File: src/sv/dnra_pkg.sv
// Shared types, constants and helpers of the device number range allocator.
`timescale 1ns / 1ps

package dnra_pkg;

   // Number space geometry
   localparam int MAJOR_SLOTS = 256;
   localparam int MINOR_COUNT = 256;
   localparam int WORD_BITS   = 64;
   localparam int MAP_WORDS   = MINOR_COUNT / WORD_BITS;
   localparam int GROUP_WIDTH = 8;
   localparam int GROUPS      = MAJOR_SLOTS / GROUP_WIDTH;
   localparam int MAJOR_W     = $clog2(MAJOR_SLOTS);
   localparam int WORD_IDX_W  = $clog2(MAP_WORDS);
   localparam int GROUP_IDX_W = $clog2(GROUPS);
   localparam int GROUP_SEL_W = $clog2(GROUP_WIDTH);
   localparam int MEM_DEPTH   = MAJOR_SLOTS * MAP_WORDS;

   // Request modes
   localparam logic [1:0] MODE_REGISTER   = 2'd0;
   localparam logic [1:0] MODE_ALLOC      = 2'd1;
   localparam logic [1:0] MODE_UNREGISTER = 2'd2;

   // Response status codes
   localparam logic [1:0] ST_OK      = 2'd0;
   localparam logic [1:0] ST_RANGE   = 2'd1;
   localparam logic [1:0] ST_USED    = 2'd2;
   localparam logic [1:0] ST_NOMAJOR = 2'd3;

   typedef struct packed {
      logic [1:0] mode;
      logic [7:0] major;
      logic [7:0] first_minor;
      logic [8:0] count;
   } req_type;

   typedef struct packed {
      logic [1:0] status;
      logic [7:0] result_major;
   } rsp_type;

   // Controller to datapath commands
   typedef struct packed {
      logic       load;
      logic       grp_inc;
      logic       take_found;
      logic       mem_read;
      logic       word_write;
      logic       word_next;
      logic       word_reset;
      logic       fresh_set;
      logic       fresh_clr;
      logic       commit_claim;
      logic       commit_release;
      logic       finish;
      logic [1:0] fin_status;
      logic       fin_use_major;
   } cmd_type;

   // Datapath to controller status
   typedef struct packed {
      logic [1:0] mode;
      logic       range_bad;
      logic       hit;
      logic       last_group;
      logic       flag;
      logic       overlap;
      logic       last_word;
   } stat_type;

   // Bits of one bitmap word that fall inside [lo, hi)
   function automatic logic [WORD_BITS-1:0] word_mask(logic [WORD_IDX_W-1:0] w,
                                                      logic [8:0] lo, logic [9:0] hi);
      logic [WORD_BITS-1:0] m;
      logic [9:0]           pos;
      m = '0;
      for (int j = 0; j < WORD_BITS; j++) begin
         pos  = 10'({w, 6'(j)});
         m[j] = (pos >= {1'b0, lo}) && (pos < hi);
      end
      return m;
   endfunction

endpackage

File: src/sv/dnra_ctrl.sv
// Controller state machine of the device number range allocator.
`timescale 1ns / 1ps

module dnra_ctrl
   import dnra_pkg::*;
(
   input  logic     clock,
   input  logic     reset,
   input  logic     start,
   input  stat_type stat,
   output cmd_type  cmd,
   output logic     busy
);

   typedef enum logic [8:0] {
      S_IDLE   = 9'b000000001,
      S_DECIDE = 9'b000000010,
      S_SEARCH = 9'b000000100,
      S_LOOKUP = 9'b000001000,
      S_CHK_RD = 9'b000010000,
      S_CHK_EV = 9'b000100000,
      S_WR_RD  = 9'b001000000,
      S_WR_EV  = 9'b010000000,
      S_COMMIT = 9'b100000000
   } state_type;

   state_type state_ff, state_in;

   assign busy = (state_ff != S_IDLE);

   // Next state and commands
   always_comb begin
      state_in = state_ff;
      cmd      = '0;
      unique case (state_ff)
         S_IDLE: begin
            if (start) begin
               cmd.load = 1'b1;
               state_in = S_DECIDE;
            end
         end
         S_DECIDE: begin
            if (stat.mode != MODE_REGISTER && stat.mode != MODE_ALLOC &&
                stat.mode != MODE_UNREGISTER) begin
               cmd.finish     = 1'b1;
               cmd.fin_status = ST_NOMAJOR;
               state_in       = S_IDLE;
            end else if (stat.range_bad) begin
               cmd.finish     = 1'b1;
               cmd.fin_status = ST_RANGE;
               state_in       = S_IDLE;
            end else if (stat.mode == MODE_ALLOC) begin
               state_in = S_SEARCH;
            end else begin
               state_in = S_LOOKUP;
            end
         end
         S_SEARCH: begin
            if (stat.hit) begin
               cmd.take_found = 1'b1;
               state_in       = S_LOOKUP;
            end else if (stat.last_group) begin
               cmd.finish     = 1'b1;
               cmd.fin_status = ST_NOMAJOR;
               state_in       = S_IDLE;
            end else begin
               cmd.grp_inc = 1'b1;
            end
         end
         S_LOOKUP: begin
            if (stat.mode == MODE_UNREGISTER) begin
               if (!stat.flag) begin
                  cmd.finish     = 1'b1;
                  cmd.fin_status = ST_NOMAJOR;
                  state_in       = S_IDLE;
               end else begin
                  cmd.fresh_clr = 1'b1;
                  state_in      = S_WR_RD;
               end
            end else if (stat.flag) begin
               cmd.fresh_clr = 1'b1;
               state_in      = S_CHK_RD;
            end else begin
               cmd.fresh_set = 1'b1;
               state_in      = S_WR_RD;
            end
         end
         S_CHK_RD: begin
            cmd.mem_read = 1'b1;
            state_in     = S_CHK_EV;
         end
         S_CHK_EV: begin
            if (stat.overlap) begin
               cmd.finish     = 1'b1;
               cmd.fin_status = ST_USED;
               state_in       = S_IDLE;
            end else if (stat.last_word) begin
               cmd.word_reset = 1'b1;
               state_in       = S_WR_RD;
            end else begin
               cmd.word_next = 1'b1;
               state_in      = S_CHK_RD;
            end
         end
         S_WR_RD: begin
            cmd.mem_read = 1'b1;
            state_in     = S_WR_EV;
         end
         S_WR_EV: begin
            cmd.word_write = 1'b1;
            if (stat.last_word) begin
               state_in = S_COMMIT;
            end else begin
               cmd.word_next = 1'b1;
               state_in      = S_WR_RD;
            end
         end
         S_COMMIT: begin
            cmd.finish     = 1'b1;
            cmd.fin_status = ST_OK;
            if (stat.mode == MODE_UNREGISTER) begin
               cmd.commit_release = 1'b1;
            end else begin
               cmd.commit_claim  = 1'b1;
               cmd.fin_use_major = 1'b1;
            end
            state_in = S_IDLE;
         end
         default: state_in = S_IDLE;
      endcase
   end

   always_ff @(posedge clock) begin
      if (reset) begin
         state_ff <= S_IDLE;
      end else begin
         state_ff <= state_in;
      end
   end

endmodule

File: config.mk
export PLATFORM = sky130hd
export DESIGN_NAME = dnra_ctrl
export DESIGN_NICKNAME = d
export VERILOG_FILES = /design/src/sv/dnra_pkg.sv /design/src/sv/dnra_ctrl.sv
export SDC_FILE = /design/constraint.sdc
export NUM_CORES = 1
export LEC_CHECK = 0
export ABC_AREA = 0
export BUFFER_PORTS_ARGS = -buffer_cell sky130_fd_sc_hd__buf_2
export CELL_PAD_IN_SITES_DETAIL_PLACEMENT = 1
export CELL_PAD_IN_SITES_GLOBAL_PLACEMENT = 1
export CORE_MARGIN = 5
export CORE_UTILIZATION = 36
export CTS_BUF_LIST = sky130_fd_sc_hd__clkbuf_4 sky130_fd_sc_hd__clkbuf_8
export CTS_CLUSTER_DIAMETER = 40
export CTS_CLUSTER_SIZE = 14
export DETAILED_ROUTE_END_ITERATION = 10
export PLACE_DENSITY_LB_ADDON = 0.1
export SLEW_MARGIN = 40
export SYNTH_ARGS = -nofsm -noshare
export SYNTH_HDL_FRONTEND = slang
export SYNTH_SLANG_ARGS = --single-unit
File: constraint.sdc
create_clock -name clock -period 2.46 [get_ports clock]
set_clock_uncertainty 0.15 [all_clocks]
set_input_delay 0.369 -clock clock [delete_from_list [all_inputs] [get_ports clock]]
set_output_delay 0.369 -clock clock [all_outputs]
set_load 0.01 [all_outputs]
; Word-level counts from Yosys, hierarchy flattened
; Index checks and enable logic that the tools add are counted.
[op_classes]
magnitude_cmp = 0
shifts = 0
div = 0
n_addsub = 0
mul = 0
bitwise_logic = 0
eq_ne = 16
n_reduce_logical = 5
mux = 42
[op_table]
columns = cell, n
row1 = $mux 9, 8
row2 = $pmux 9 s8, 1
row3 = $mux 3, 7
row4 = $mux 7, 3
row5 = $mux 1, 16
row6 = $pmux 3 s5, 1
row7 = $eq 9x1->1 const B, 1
row8 = $eq 9x2->1 const B, 1
row9 = $eq 9x3->1 const B, 1
row10 = $eq 9x4->1 const B, 1
row11 = $eq 9x5->1 const B, 1
row12 = $eq 9x6->1 const B, 1
row13 = $eq 9x7->1 const B, 1
row14 = $eq 9x8->1 const B, 1
row15 = $eq 9x9->1 const B, 1
row16 = $ne 9x1->1 const B, 1
row17 = $mux 2, 4
row18 = $mux 4, 1
row19 = $ne 2x2->1 const B, 2
row20 = $ne 3x3->1 const B, 1
row21 = $eq 2x1->1 const B, 1
row22 = $eq 2x2->1 const B, 1
row23 = $logic_and 1x1->1, 2
row24 = $ne 2x1->1 const B, 1
row25 = 4 further kinds, 4
[totals]
rom_bits = 0
inputBits = 11
output_inout_bits = 16
reg_bits = 9
ram_bits = 0
latch_bits = 0
mem_count = 0

; Depth between registers and ports, before layout
; Gate-level depths: netlist (run 1).
[logic_depth]
word_depth = 5
depth_mapped = 7

; Worst setup path after synthesis (run 1)
; OpenSTA, ideal clock, no wires.
[synth_timing]
path_type = reg2out
startpoint = register state_ff[3]
endpoint = output cmd[5] in the netlist's numbering
path_stages_with_launch = 6
slack_ns = 0.465
t_arrival_ns = 1.476
path_cell_list = dfxtp_1 > buf_2 > nor4_1 > nand4_1 > nor2_1 > buf_4
[synth_lines]
columns = element, line
row1 = start: declaration, dnra_ctrl.sv:27  ; state_type state_ff, state_in;
row2 = start signal: assignment, dnra_ctrl.sv:137  ; state_ff <= state_in;
row3 = end: declaration, dnra_ctrl.sv:11  ; output cmd_type cmd,

==> impl_metrics.csv, run 1 <==
group,metric,value,unit
run_status,status,"complete, no violations",
global_route,antenna_found_initial,0,
clock_network,clk_latency,0.26,ns
worst_setup_path,critPathKind,"flop to output port",
clock_network,cts_num_sinks,9,
run,max-cap-violations,0,
pwr,power_density,365.2,nW/um2
detailed_routing,vias_per_cell,5.373,
global_route,grt_pass1_wl,3.864,mm
timing,max_freq,413.8,MHz
timing,rsz0062_at_grt,"true",
cells_and_area,antenna_cells,0,
detailed_routing,vias,806,
worst_setup_path,cp_data_arrival_time,1.90,ns
logic_synthesis,netlist.area_leader.share,23.76,%
global_route,grt_max_degree,11,
worst_setup_path,required,1.94,ns
placed_design,numPortBuffers,26,
cells_and_area,fin_nets,138,
logic_synthesis,yosys.area.top_type,"dfxtp_1",
logic_synthesis,synth_area_leaders,"dfxtp_1 (24%), ha_1 (5.0%), nor2_1 (5.0%), inv_1 (3.5%), nor4b_1 (3.5%)",
detailed_routing,first_iter_violations,8,
clock_network,cts_htree_levels,1,
detailed_routing,drcViolationCount,0,
logic_synthesis,synth_cells,95,
logic_synthesis,yosysWarningCount,0,
detailed_routing,totalWireLength,2.210,mm
floorplanning,die_area,3124,um2
min_path,hold_path_end,"state_ff[4]",
global_route,grt_pass1_vias,833,
worst_setup_path,worstRegToRegCells,4,
clock_network,post-cts-setup-buffers,0,
logic_synthesis,async_reset_ff_share,0,%
timing,period_minus_slack,2.416,ns
placed_design,place_ws,0.2884,ns
worst_setup_path,r2r-end,"state_ff[0]",
clock_network,cts.repair.resized,0,
cells_and_area,largest_register_ffs,9,
cells_and_area,synthToLayoutAreaGrowth,26.24,%
logic_synthesis,synth-main-ff-cell,"dfxtp_1",
clock_network,cts_hold_buf,0,
clock_network,root_buffer,"clkbuf_4",
logic_synthesis,synth_edf_count,0,
pwr,cellLeakagePower,0.4687,nW
cells_and_area,reg_top3,"state_ff x9",
detailed_routing,dr.pass1.iters,4,
timing,tns,0,ns
global_route,grt.total_usage,15.08,%
worst_setup_path,r2r_start,"state_ff[5]",
timing,worstMarginPinSlew,0.4816,ns
placed_design,dpl.hpwl,1.835,mm
min_path,min_path_type,"primary input to flop",
detailed_routing,wire_per_inst,14.73,um
floorplanning,fp.dieH,55.90,um
logic_synthesis,synth.avg_cell_area,7.981,um2
timing,setup_slack,0.04356,ns
floorplanning,num_rows,16,
logic_synthesis,ys_types,39,
clock_network,clock_path_buffers,2,
min_path,min_from,"reset",
detailed_routing,antenna_left,0,
cells_and_area,largest_register,"state_ff",
worst_setup_path,startpoint,"state_ff[5]",
floorplanning,ioPinCount,27,
global_route,grt.overflow.total,0,
cells_and_area,drive_above_1_share,34.96,%
timing,setup-violations-final,0,
floorplanning,die_w,55.90,um
logic_synthesis,ys_seq_area_share,23.76,%
timing,hold_violations,0,
logic_synthesis,syn_area,758.2,um2
timing,period_share,98.23,%
worst_setup_path,startpoint_type,"flop",
floorplanning,core_area,1982,um2
timing,relSlewSlack,67.44,%
pwr,ir_drop,0.2810,mV
worst_setup_path,r2r_slack,0.60,ns
floorplanning,start_util,38.26,%
timing,drv_slew,0,
worst_setup_path,critPathCaptureType,"output port",
pwr,total_power,0.3496,mW
placed_design,gp_congestion,0.7682,
min_path,holdPathStages,2,
clock_network,cts_buffers,3,
worst_setup_path,crit_fanout,7,
clock_network,cts_tree,"done",
logic_synthesis,ys_ff_latch,9,
clock_network,clkTransAtPathRegs,0.06,ns
logic_synthesis,syn_nets,109,
layer usage:
metal / vias to the layer above / part of all wire [%] / GRT usage (%)
li1: 412 / - / -
met3: 0 / 4.9 / 5.104
met5: - / 0 / 0
met2: 18 / 50 / 27.36
met1: 376 / 45 / 17.86
met4: 0 / 0 / 1.017
worst max path at each step:
stage / to / cells after the start / slack [ns]
finish: cmd[2] / 5 / 0.04
global route: cmd[2] / 5 / -0.09
CTS: cmd[2] / 5 / 0.003
detailed placement: cmd[2] / 5 / 0.29
global placement: cmd[2] / 5 / 0.30
floorplan: cmd[5] / 5 / 0.46
through the flow:
stage | util, % | instance area (um2) | hold slack [ns] | std cells
6_report | 48.30 | 957.2 | 0.1654 | 150
5_1_grt | 48.30 | 957.2 | 0.1576 | 150
4_1_cts | 47.35 | 938.4 | 0.1660 | 150
3_5_place_dp | 45.83 | 908.4 | 0.4388 | 146
3_3_place_gp | 45.83 | 908.4 | 0.4349 | 146
2_1_floorplan | - | 758.2 | 0.2914 | 95
critical path, cell delays in order, from the launching register on:
cell and delay, ns:
dfxtp_2 0.35, or4_4 0.58, nor4b_4 0.36, a32oi_2 0.11, o21ai_1 0.09, buf_2 0.14
final cells by class:
cell class              count  area (um2)
inverters                   7       26.28
multi-input cells          75       536.8
flip-flops and latches      9       185.2
fillers                   269        1025
well taps                  27       33.78
repair buffers             28       145.1
clock buffers               4       30.03
synth_stat cells, types with 3 or more instances:
library cell,count
nor2_1,10
dfxtp_1,9
inv_1,7
nand2_1,4
nand3_1,4
nor3_1,4
ha_1,3
nand4_1,3
nor4_1,3
nor4b_1,3
o21a_1,3
cells by family (layout without fill, tap and decap cells):
| kind of cell | Yosys count | after routing | share of synthesized area, % |
|---|---|---|---|
| AND/OR/NAND/NOR | 52 | 52 | 44.72 |
| AO/OA/AOI/OAI | 17 | 17 | 15.84 |
| buffers and inverters | 11 | 39 | 7.262 |
| flip-flops | 9 | 9 | 23.76 |
| adder cells (fa/ha/maj) | 3 | 3 | 4.951 |
| XOR/XNOR | 3 | 3 | 3.466 |
power by group:
group / switching, mW / total [mW] / internal (mW)
Clock: 0.0523 / 0.126 / 0.0735
Sequential: 0.00853 / 0.158 / 0.149
Combinational: 0.0356 / 0.0660 / 0.0303
Total: 0.0964 / 0.350 / 0.253
layout by cell type (no fill, tap or decap), types with 3 or more instances in the layout:
master	synthesis	layout
nand4_1	3	3
nor2_1	10	10
inv_1	7	7
dfxtp_2	0	4
nor4_1	3	3
o21a_1	3	3
buf_2	2	26
dfxtp_1	9	5
nand3_1	4	4
ha_1	3	3
nand2_1	4	4
clkbuf_4	0	4
nor3_1	4	4
No activity file was read; power rests on OpenSTA's default activity.
==> run 2: changes to the inputs <==
--- a/config.mk
+++ b/config.mk
@@ -15,6 +15,7 @@
 export CTS_CLUSTER_DIAMETER = 40
 export CTS_CLUSTER_SIZE = 14
 export DETAILED_ROUTE_END_ITERATION = 10
+export GPL_TIMING_DRIVEN = 0
 export PLACE_DENSITY_LB_ADDON = 0.1
 export SLEW_MARGIN = 40
 export SYNTH_ARGS = -nofsm -noshare
==> impl_metrics.csv, run 2 (same netlist as run 1, synthesis figures left out) <==
group,metric,value,unit
timing,worstMarginPinSlew,0.4886,ns
pwr,p_clk_share,37.1,%
cells_and_area,largest_register,"state_ff",
worst_setup_path,cpPeakStageDelay,0.57,ns
timing,rsz0062_at_grt,"true",
pwr,ir_drop,0.2047,mV
floorplanning,core_area,1982,um2
cells_and_area,final_cell_mix,"buf_2 (28), nor2_1 (10), inv_1 (7)",
placed_design,place_ws,0.2158,ns
timing,max_freq,413.0,MHz
global_route,grt.overflow.total,0,
global_route,grt_pass1_wl,3.967,mm
floorplanning,fp.dieH,55.90,um
clock_network,cts_num_sinks,9,
cells_and_area,antenna_cells,0,
detailed_routing,antenna_left,0,
floorplanning,ioPinCount,27,
pwr,power_density,346.7,nW/um2
worst_setup_path,cp_data_arrival_time,1.90,ns
detailed_routing,dr.pass1.iters,4,
timing,drv_slew,0,
clock_network,clk_latency,0.27,ns
cells_and_area,fin_area,1022,um2
global_route,grt.total_usage,15.46,%
placed_design,numPortBuffers,26,
floorplanning,die_w,55.90,um
detailed_routing,vias_per_cell,5.622,
global_route,grt_max_degree,11,
worst_setup_path,crit_path_top_delay_cell,"or4_4",
clock_network,cts_hold_buf,0,
pwr,p_sw_share,29.24,%
detailed_routing,vias,877,
floorplanning,num_rows,16,
pwr,p_switching,0.1036,mW
min_path,min_path_type,"primary input to flop",
worst_setup_path,critPathKind,"flop to output port",
timing,relSlewSlack,67.16,%
cells_and_area,drive_above_1_share,40.31,%
worst_setup_path,startpoint_type,"flop",
timing,period_share,98.42,%
worst_setup_path,required,1.94,ns
clock_network,clkTransAtPathRegs,0.06,ns
clock_network,cts_tree,"done",
detailed_routing,totalWireLength,2.477,mm
floorplanning,start_util,38.26,%
floorplanning,die_area,3124,um2
clock_network,clock_path_buffers,2,
timing,period_minus_slack,2.421,ns
cells_and_area,synthToLayoutAreaGrowth,34.82,%
timing,tns,0,ns
cells_and_area,reg_top3,"state_ff x9",
worst_setup_path,critPathCaptureType,"output port",
pwr,power_frac_seq,42.4,%
placed_design,gp_congestion,0.7559,
global_route,antenna_found_initial,0,
timing,setup-violations-final,0,
cells_and_area,fin_nets,144,
run,max-cap-violations,0,
worst_setup_path,path_cells,"or4_4 > nor4b_4 > and2b_1 > buf_2",
timing,hold_violations,0,
pwr,internal_power,0.2508,mW
detailed_routing,wire_per_inst,15.88,um
clock_network,cts_buffers,3,
pwr,power_frac_comb,20.5,%
run_status,status,"complete, no violations",
timing,setup_slack,0.03876,ns
pwr,cellLeakagePower,0.5081,nW
detailed_routing,drcViolationCount,0,
cells_and_area,layout_commonest_cell,"buf_2",
clock_network,cts_htree_levels,1,
cells_and_area,largest_register_ffs,9,
clock_network,root_buffer,"clkbuf_4",
placed_design,placed_area,922.1,um2
cells_and_area,fin_util,51.58,%
worst_setup_path,crit_fanout,5,
cells_and_area,nFillCells,261,
placed_design,dpl.hpwl,1.848,mm
global_route,grt_pass1_vias,894,
detailed_routing,first_iter_violations,13,
-- run 2: cell types whose count changed in the layout (fill, tap and decap cells not counted), sizes merged --
cell	before	now
buf	28	34
-- run 2: area by class of cell --
type	count	area [um2]	share of cell area [%]
multi-input cells	75	558.0	54.59
plain buffers	3	17.52	1.714
inverters	7	26.28	2.570
clock buffers	4	30.03	2.938
flip-flops and latches	9	188.9	18.48
repair buffers	31	167.7	16.40
well taps	27	33.78	3.305
-- run 2: power by group through the flow --
stage | logic (mW) | registers (mW) | clock network, mW
after detailed placement | 0.0689 | 0.156 | 0
after floorplan | 0.0413 | 0.155 | 0
final | 0.0727 | 0.150 | 0.131
after global placement | 0.0671 | 0.155 | 0
after global routing | 0.0799 | 0.151 | 0.146
after CTS | 0.0711 | 0.153 | 0.136
-- run 2: per-stage QoR --
step	power [mW]	hold slack, ns	instances
after floorplan	0.1958	0.2914	95
after global placement	0.2224	0.4415	148
after detailed placement	0.2245	0.4477	148
after CTS	0.3596	0.1662	152
after global routing	0.3771	0.1665	156
final	0.3544	0.1645	156
-- run 2: timing repair --
action | 4_1_cts | 5_1_grt
endpoints found under the setup margin | 7 | 7
pin swaps | 0 | 3
buffers inserted | 0 | 5
resized for setup | 3 | 9
hold endpoints to repair | 0 | 0
-- run 2: worst paths after layout --
| kind | startpoint | endpoint | slack [ns] | depth (start not counted) |
|---|---|---|---|---|
| worst max-delay path | state_ff[4] | cmd[13] | 0.04 | 4 |
| worst min-delay path | reset | state_ff[4] | 0.16 | 2 |
| worst max register to register | state_ff[4] | state_ff[0] | 0.50 | 5 |
| worst min register to register | state_ff[6] | state_ff[7] | 0.40 | 1 |
-- run 2: layer usage --
| metal | global-route usage (%) | share of wire [%] | vias to the layer above |
|---|---|---|---|
| li1 | - | - | 424 |
| met1 | 18.96 | 43 | 423 |
| met2 | 27.53 | 52 | 30 |
| met3 | 4.408 | 4.8 | 0 |
| met4 | 1.695 | 0 | 0 |
| met5 | 0 | 0 | - |
-- run 2: critical path, delay by kind of cell (launching register included) --
family | cells | cell delay, ns
buffers and inverters | 1 | 0.14
DFF | 1 | 0.36
and+or+nand+nor | 3 | 1.14
==> run 3: changes to the inputs <==
--- a/config.mk
+++ b/config.mk
@@ -17,6 +17,7 @@
 export DETAILED_ROUTE_END_ITERATION = 10
 export GPL_TIMING_DRIVEN = 0
 export PLACE_DENSITY_LB_ADDON = 0.1
+export REMOVE_ABC_BUFFERS = 1
 export SLEW_MARGIN = 40
 export SYNTH_ARGS = -nofsm -noshare
 export SYNTH_HDL_FRONTEND = slang
==> impl_metrics.csv, run 3 (same netlist as run 1, synthesis figures left out) <==
group,metric,value,unit
global_route,grt_pass1_vias,840,
floorplanning,start_util,38.26,%
timing,hold_violations,0,
timing,period_share,97.33,%
timing,max_freq,417.7,MHz
detailed_routing,vias_per_cell,5.633,
timing,drv_slew,0,
cells_and_area,synthToLayoutAreaGrowth,29.21,%
run_status,status,"complete, no violations",
worst_setup_path,startpoint,"state_ff[5]",
cells_and_area,drive_above_1_share,37.40,%
timing,worstMarginPinSlew,0.4987,ns
timing,setup_slack,0.06575,ns
worst_setup_path,startpoint_type,"flop",
detailed_routing,vias,845,
clock_network,cts_num_sinks,9,
placed_design,dpl.hpwl,1.815,mm
clock_network,clk_latency,0.27,ns
detailed_routing,drcViolationCount,0,
worst_setup_path,required,1.94,ns
placed_design,numPortBuffers,26,
worst_setup_path,critPathKind,"flop to output port",
clock_network,root_buffer,"clkbuf_4",
placed_design,placed_area,893.4,um2
worst_setup_path,r2r_start,"state_ff[6]",
global_route,grt.total_usage,15.59,%
cells_and_area,fin_nets,138,
global_route,grt_max_degree,11,
worst_setup_path,path_cells,"or4_4 > nor4b_4 > a32oi_2 > o21ai_1 > buf_2",
clock_network,clock_path_buffers,2,
pwr,cellLeakagePower,0.4726,nW
cells_and_area,fin_area,979.7,um2
min_path,min_path_type,"primary input to flop",
worst_setup_path,cp_data_arrival_time,1.88,ns
detailed_routing,wire_per_inst,15.25,um
min_path,min_from,"reset",
timing,relSlewSlack,66.48,%
cells_and_area,seqCellArea,188.9,um2
placed_design,place_ws,0.2265,ns
timing,period_minus_slack,2.394,ns
worst_setup_path,crit_fanout,7,
cells_and_area,nFillCells,269,
floorplanning,die_area,3124,um2
floorplanning,fp.dieH,55.90,um
cells_and_area,multi_input_area,555.5,um2
pwr,ir_drop,0.3025,mV
clock_network,cts_tree,"done",
clock_network,clkTransAtPathRegs,0.07,ns
worst_setup_path,critPathCaptureType,"output port",
detailed_routing,dr.pass1.iters,4,
pwr,total_power,0.3532,mW
cells_and_area,reg_top3,"state_ff x9",
clock_network,cts_htree_levels,1,
detailed_routing,first_iter_violations,7,
cells_and_area,largest_register,"state_ff",
placed_design,gp_congestion,0.7381,
timing,rsz0062_at_grt,"true",
floorplanning,ioPinCount,27,
floorplanning,num_rows,16,
floorplanning,core_area,1982,um2
timing,tns,0,ns
timing,setup-violations-final,0,
global_route,grt_pass1_wl,3.829,mm
cells_and_area,antenna_cells,0,
global_route,antenna_found_initial,0,
pwr,power_density,360.5,nW/um2
cells_and_area,final_cell_mix,"buf_2 (26), nor2_1 (10), inv_1 (7)",
run,max-cap-violations,0,
detailed_routing,totalWireLength,2.288,mm
detailed_routing,antenna_left,0,
cells_and_area,layout_commonest_cell,"buf_2",
cells_and_area,largest_register_ffs,9,
floorplanning,die_w,55.90,um
global_route,grt.overflow.total,0,
worst_setup_path,crit_path_top_delay_cell,"or4_4",
clock_network,cts_buffers,3,
worst_setup_path,cpPeakStageDelay,0.56,ns
run 3: final timing paths:
kind            endpoint  slack (ns)  depth (start not counted)
max               cmd[2]        0.07                          5
min          state_ff[4]        0.15                          2
max reg2reg  state_ff[3]        0.59                          6
min reg2reg  state_ff[5]        0.44                          1
run 3: final cells by class:
class                           instances  share of cell area, %
Inverter                                7                  2.682
Clock buffer                            4                  3.065
Timing Repair Buffer                   28                  14.81
Tap cell                               27                  3.448
Multi-Input combinational cell         75                  56.70
Sequential cell                         9                  19.28
run 3: where the power goes:
| part | internal [mW] | switching [mW] |
|---|---|---|
| logic | 0.0284 | 0.0350 |
| clock network | 0.0738 | 0.0572 |
| registers | 0.148 | 0.0103 |
run 3: routing by layer:
metal | share of wire, % | global-route usage (%) | vias up
li1 | - | - | 416
met3 | 5.9 | 6.032 | 6
met1 | 41 | 18.40 | 399
met2 | 51 | 25.84 | 24
met5 | 0 | 0 | -
met4 | 1.8 | 5.085 | 0
run 3: through the flow:
step	hold slack (ns)	instances	utilization (%)
floorplan	0.2914	91	-
global placement	0.4379	144	45.08
detailed placement	0.4375	144	45.08
CTS	0.1589	148	47.29
global route	0.1466	150	49.43
finish	0.1544	150	49.43
run 3: timing repair:
action,4_1_cts,5_1_grt
gates cloned,0,0
setup endpoints to repair,5,7
pin swaps,0,4
resized for setup,3,9
hold buffers,0,0
buffers inserted,0,2
run 3: worst max-delay path: cells and delay by family, from the launching register on:
kind	cells	cell delay (ns)
buffers and inverters	1	0.15
DFF	1	0.35
and+or+nand+nor	2	0.91
AOI/OAI and AO/OA	2	0.21
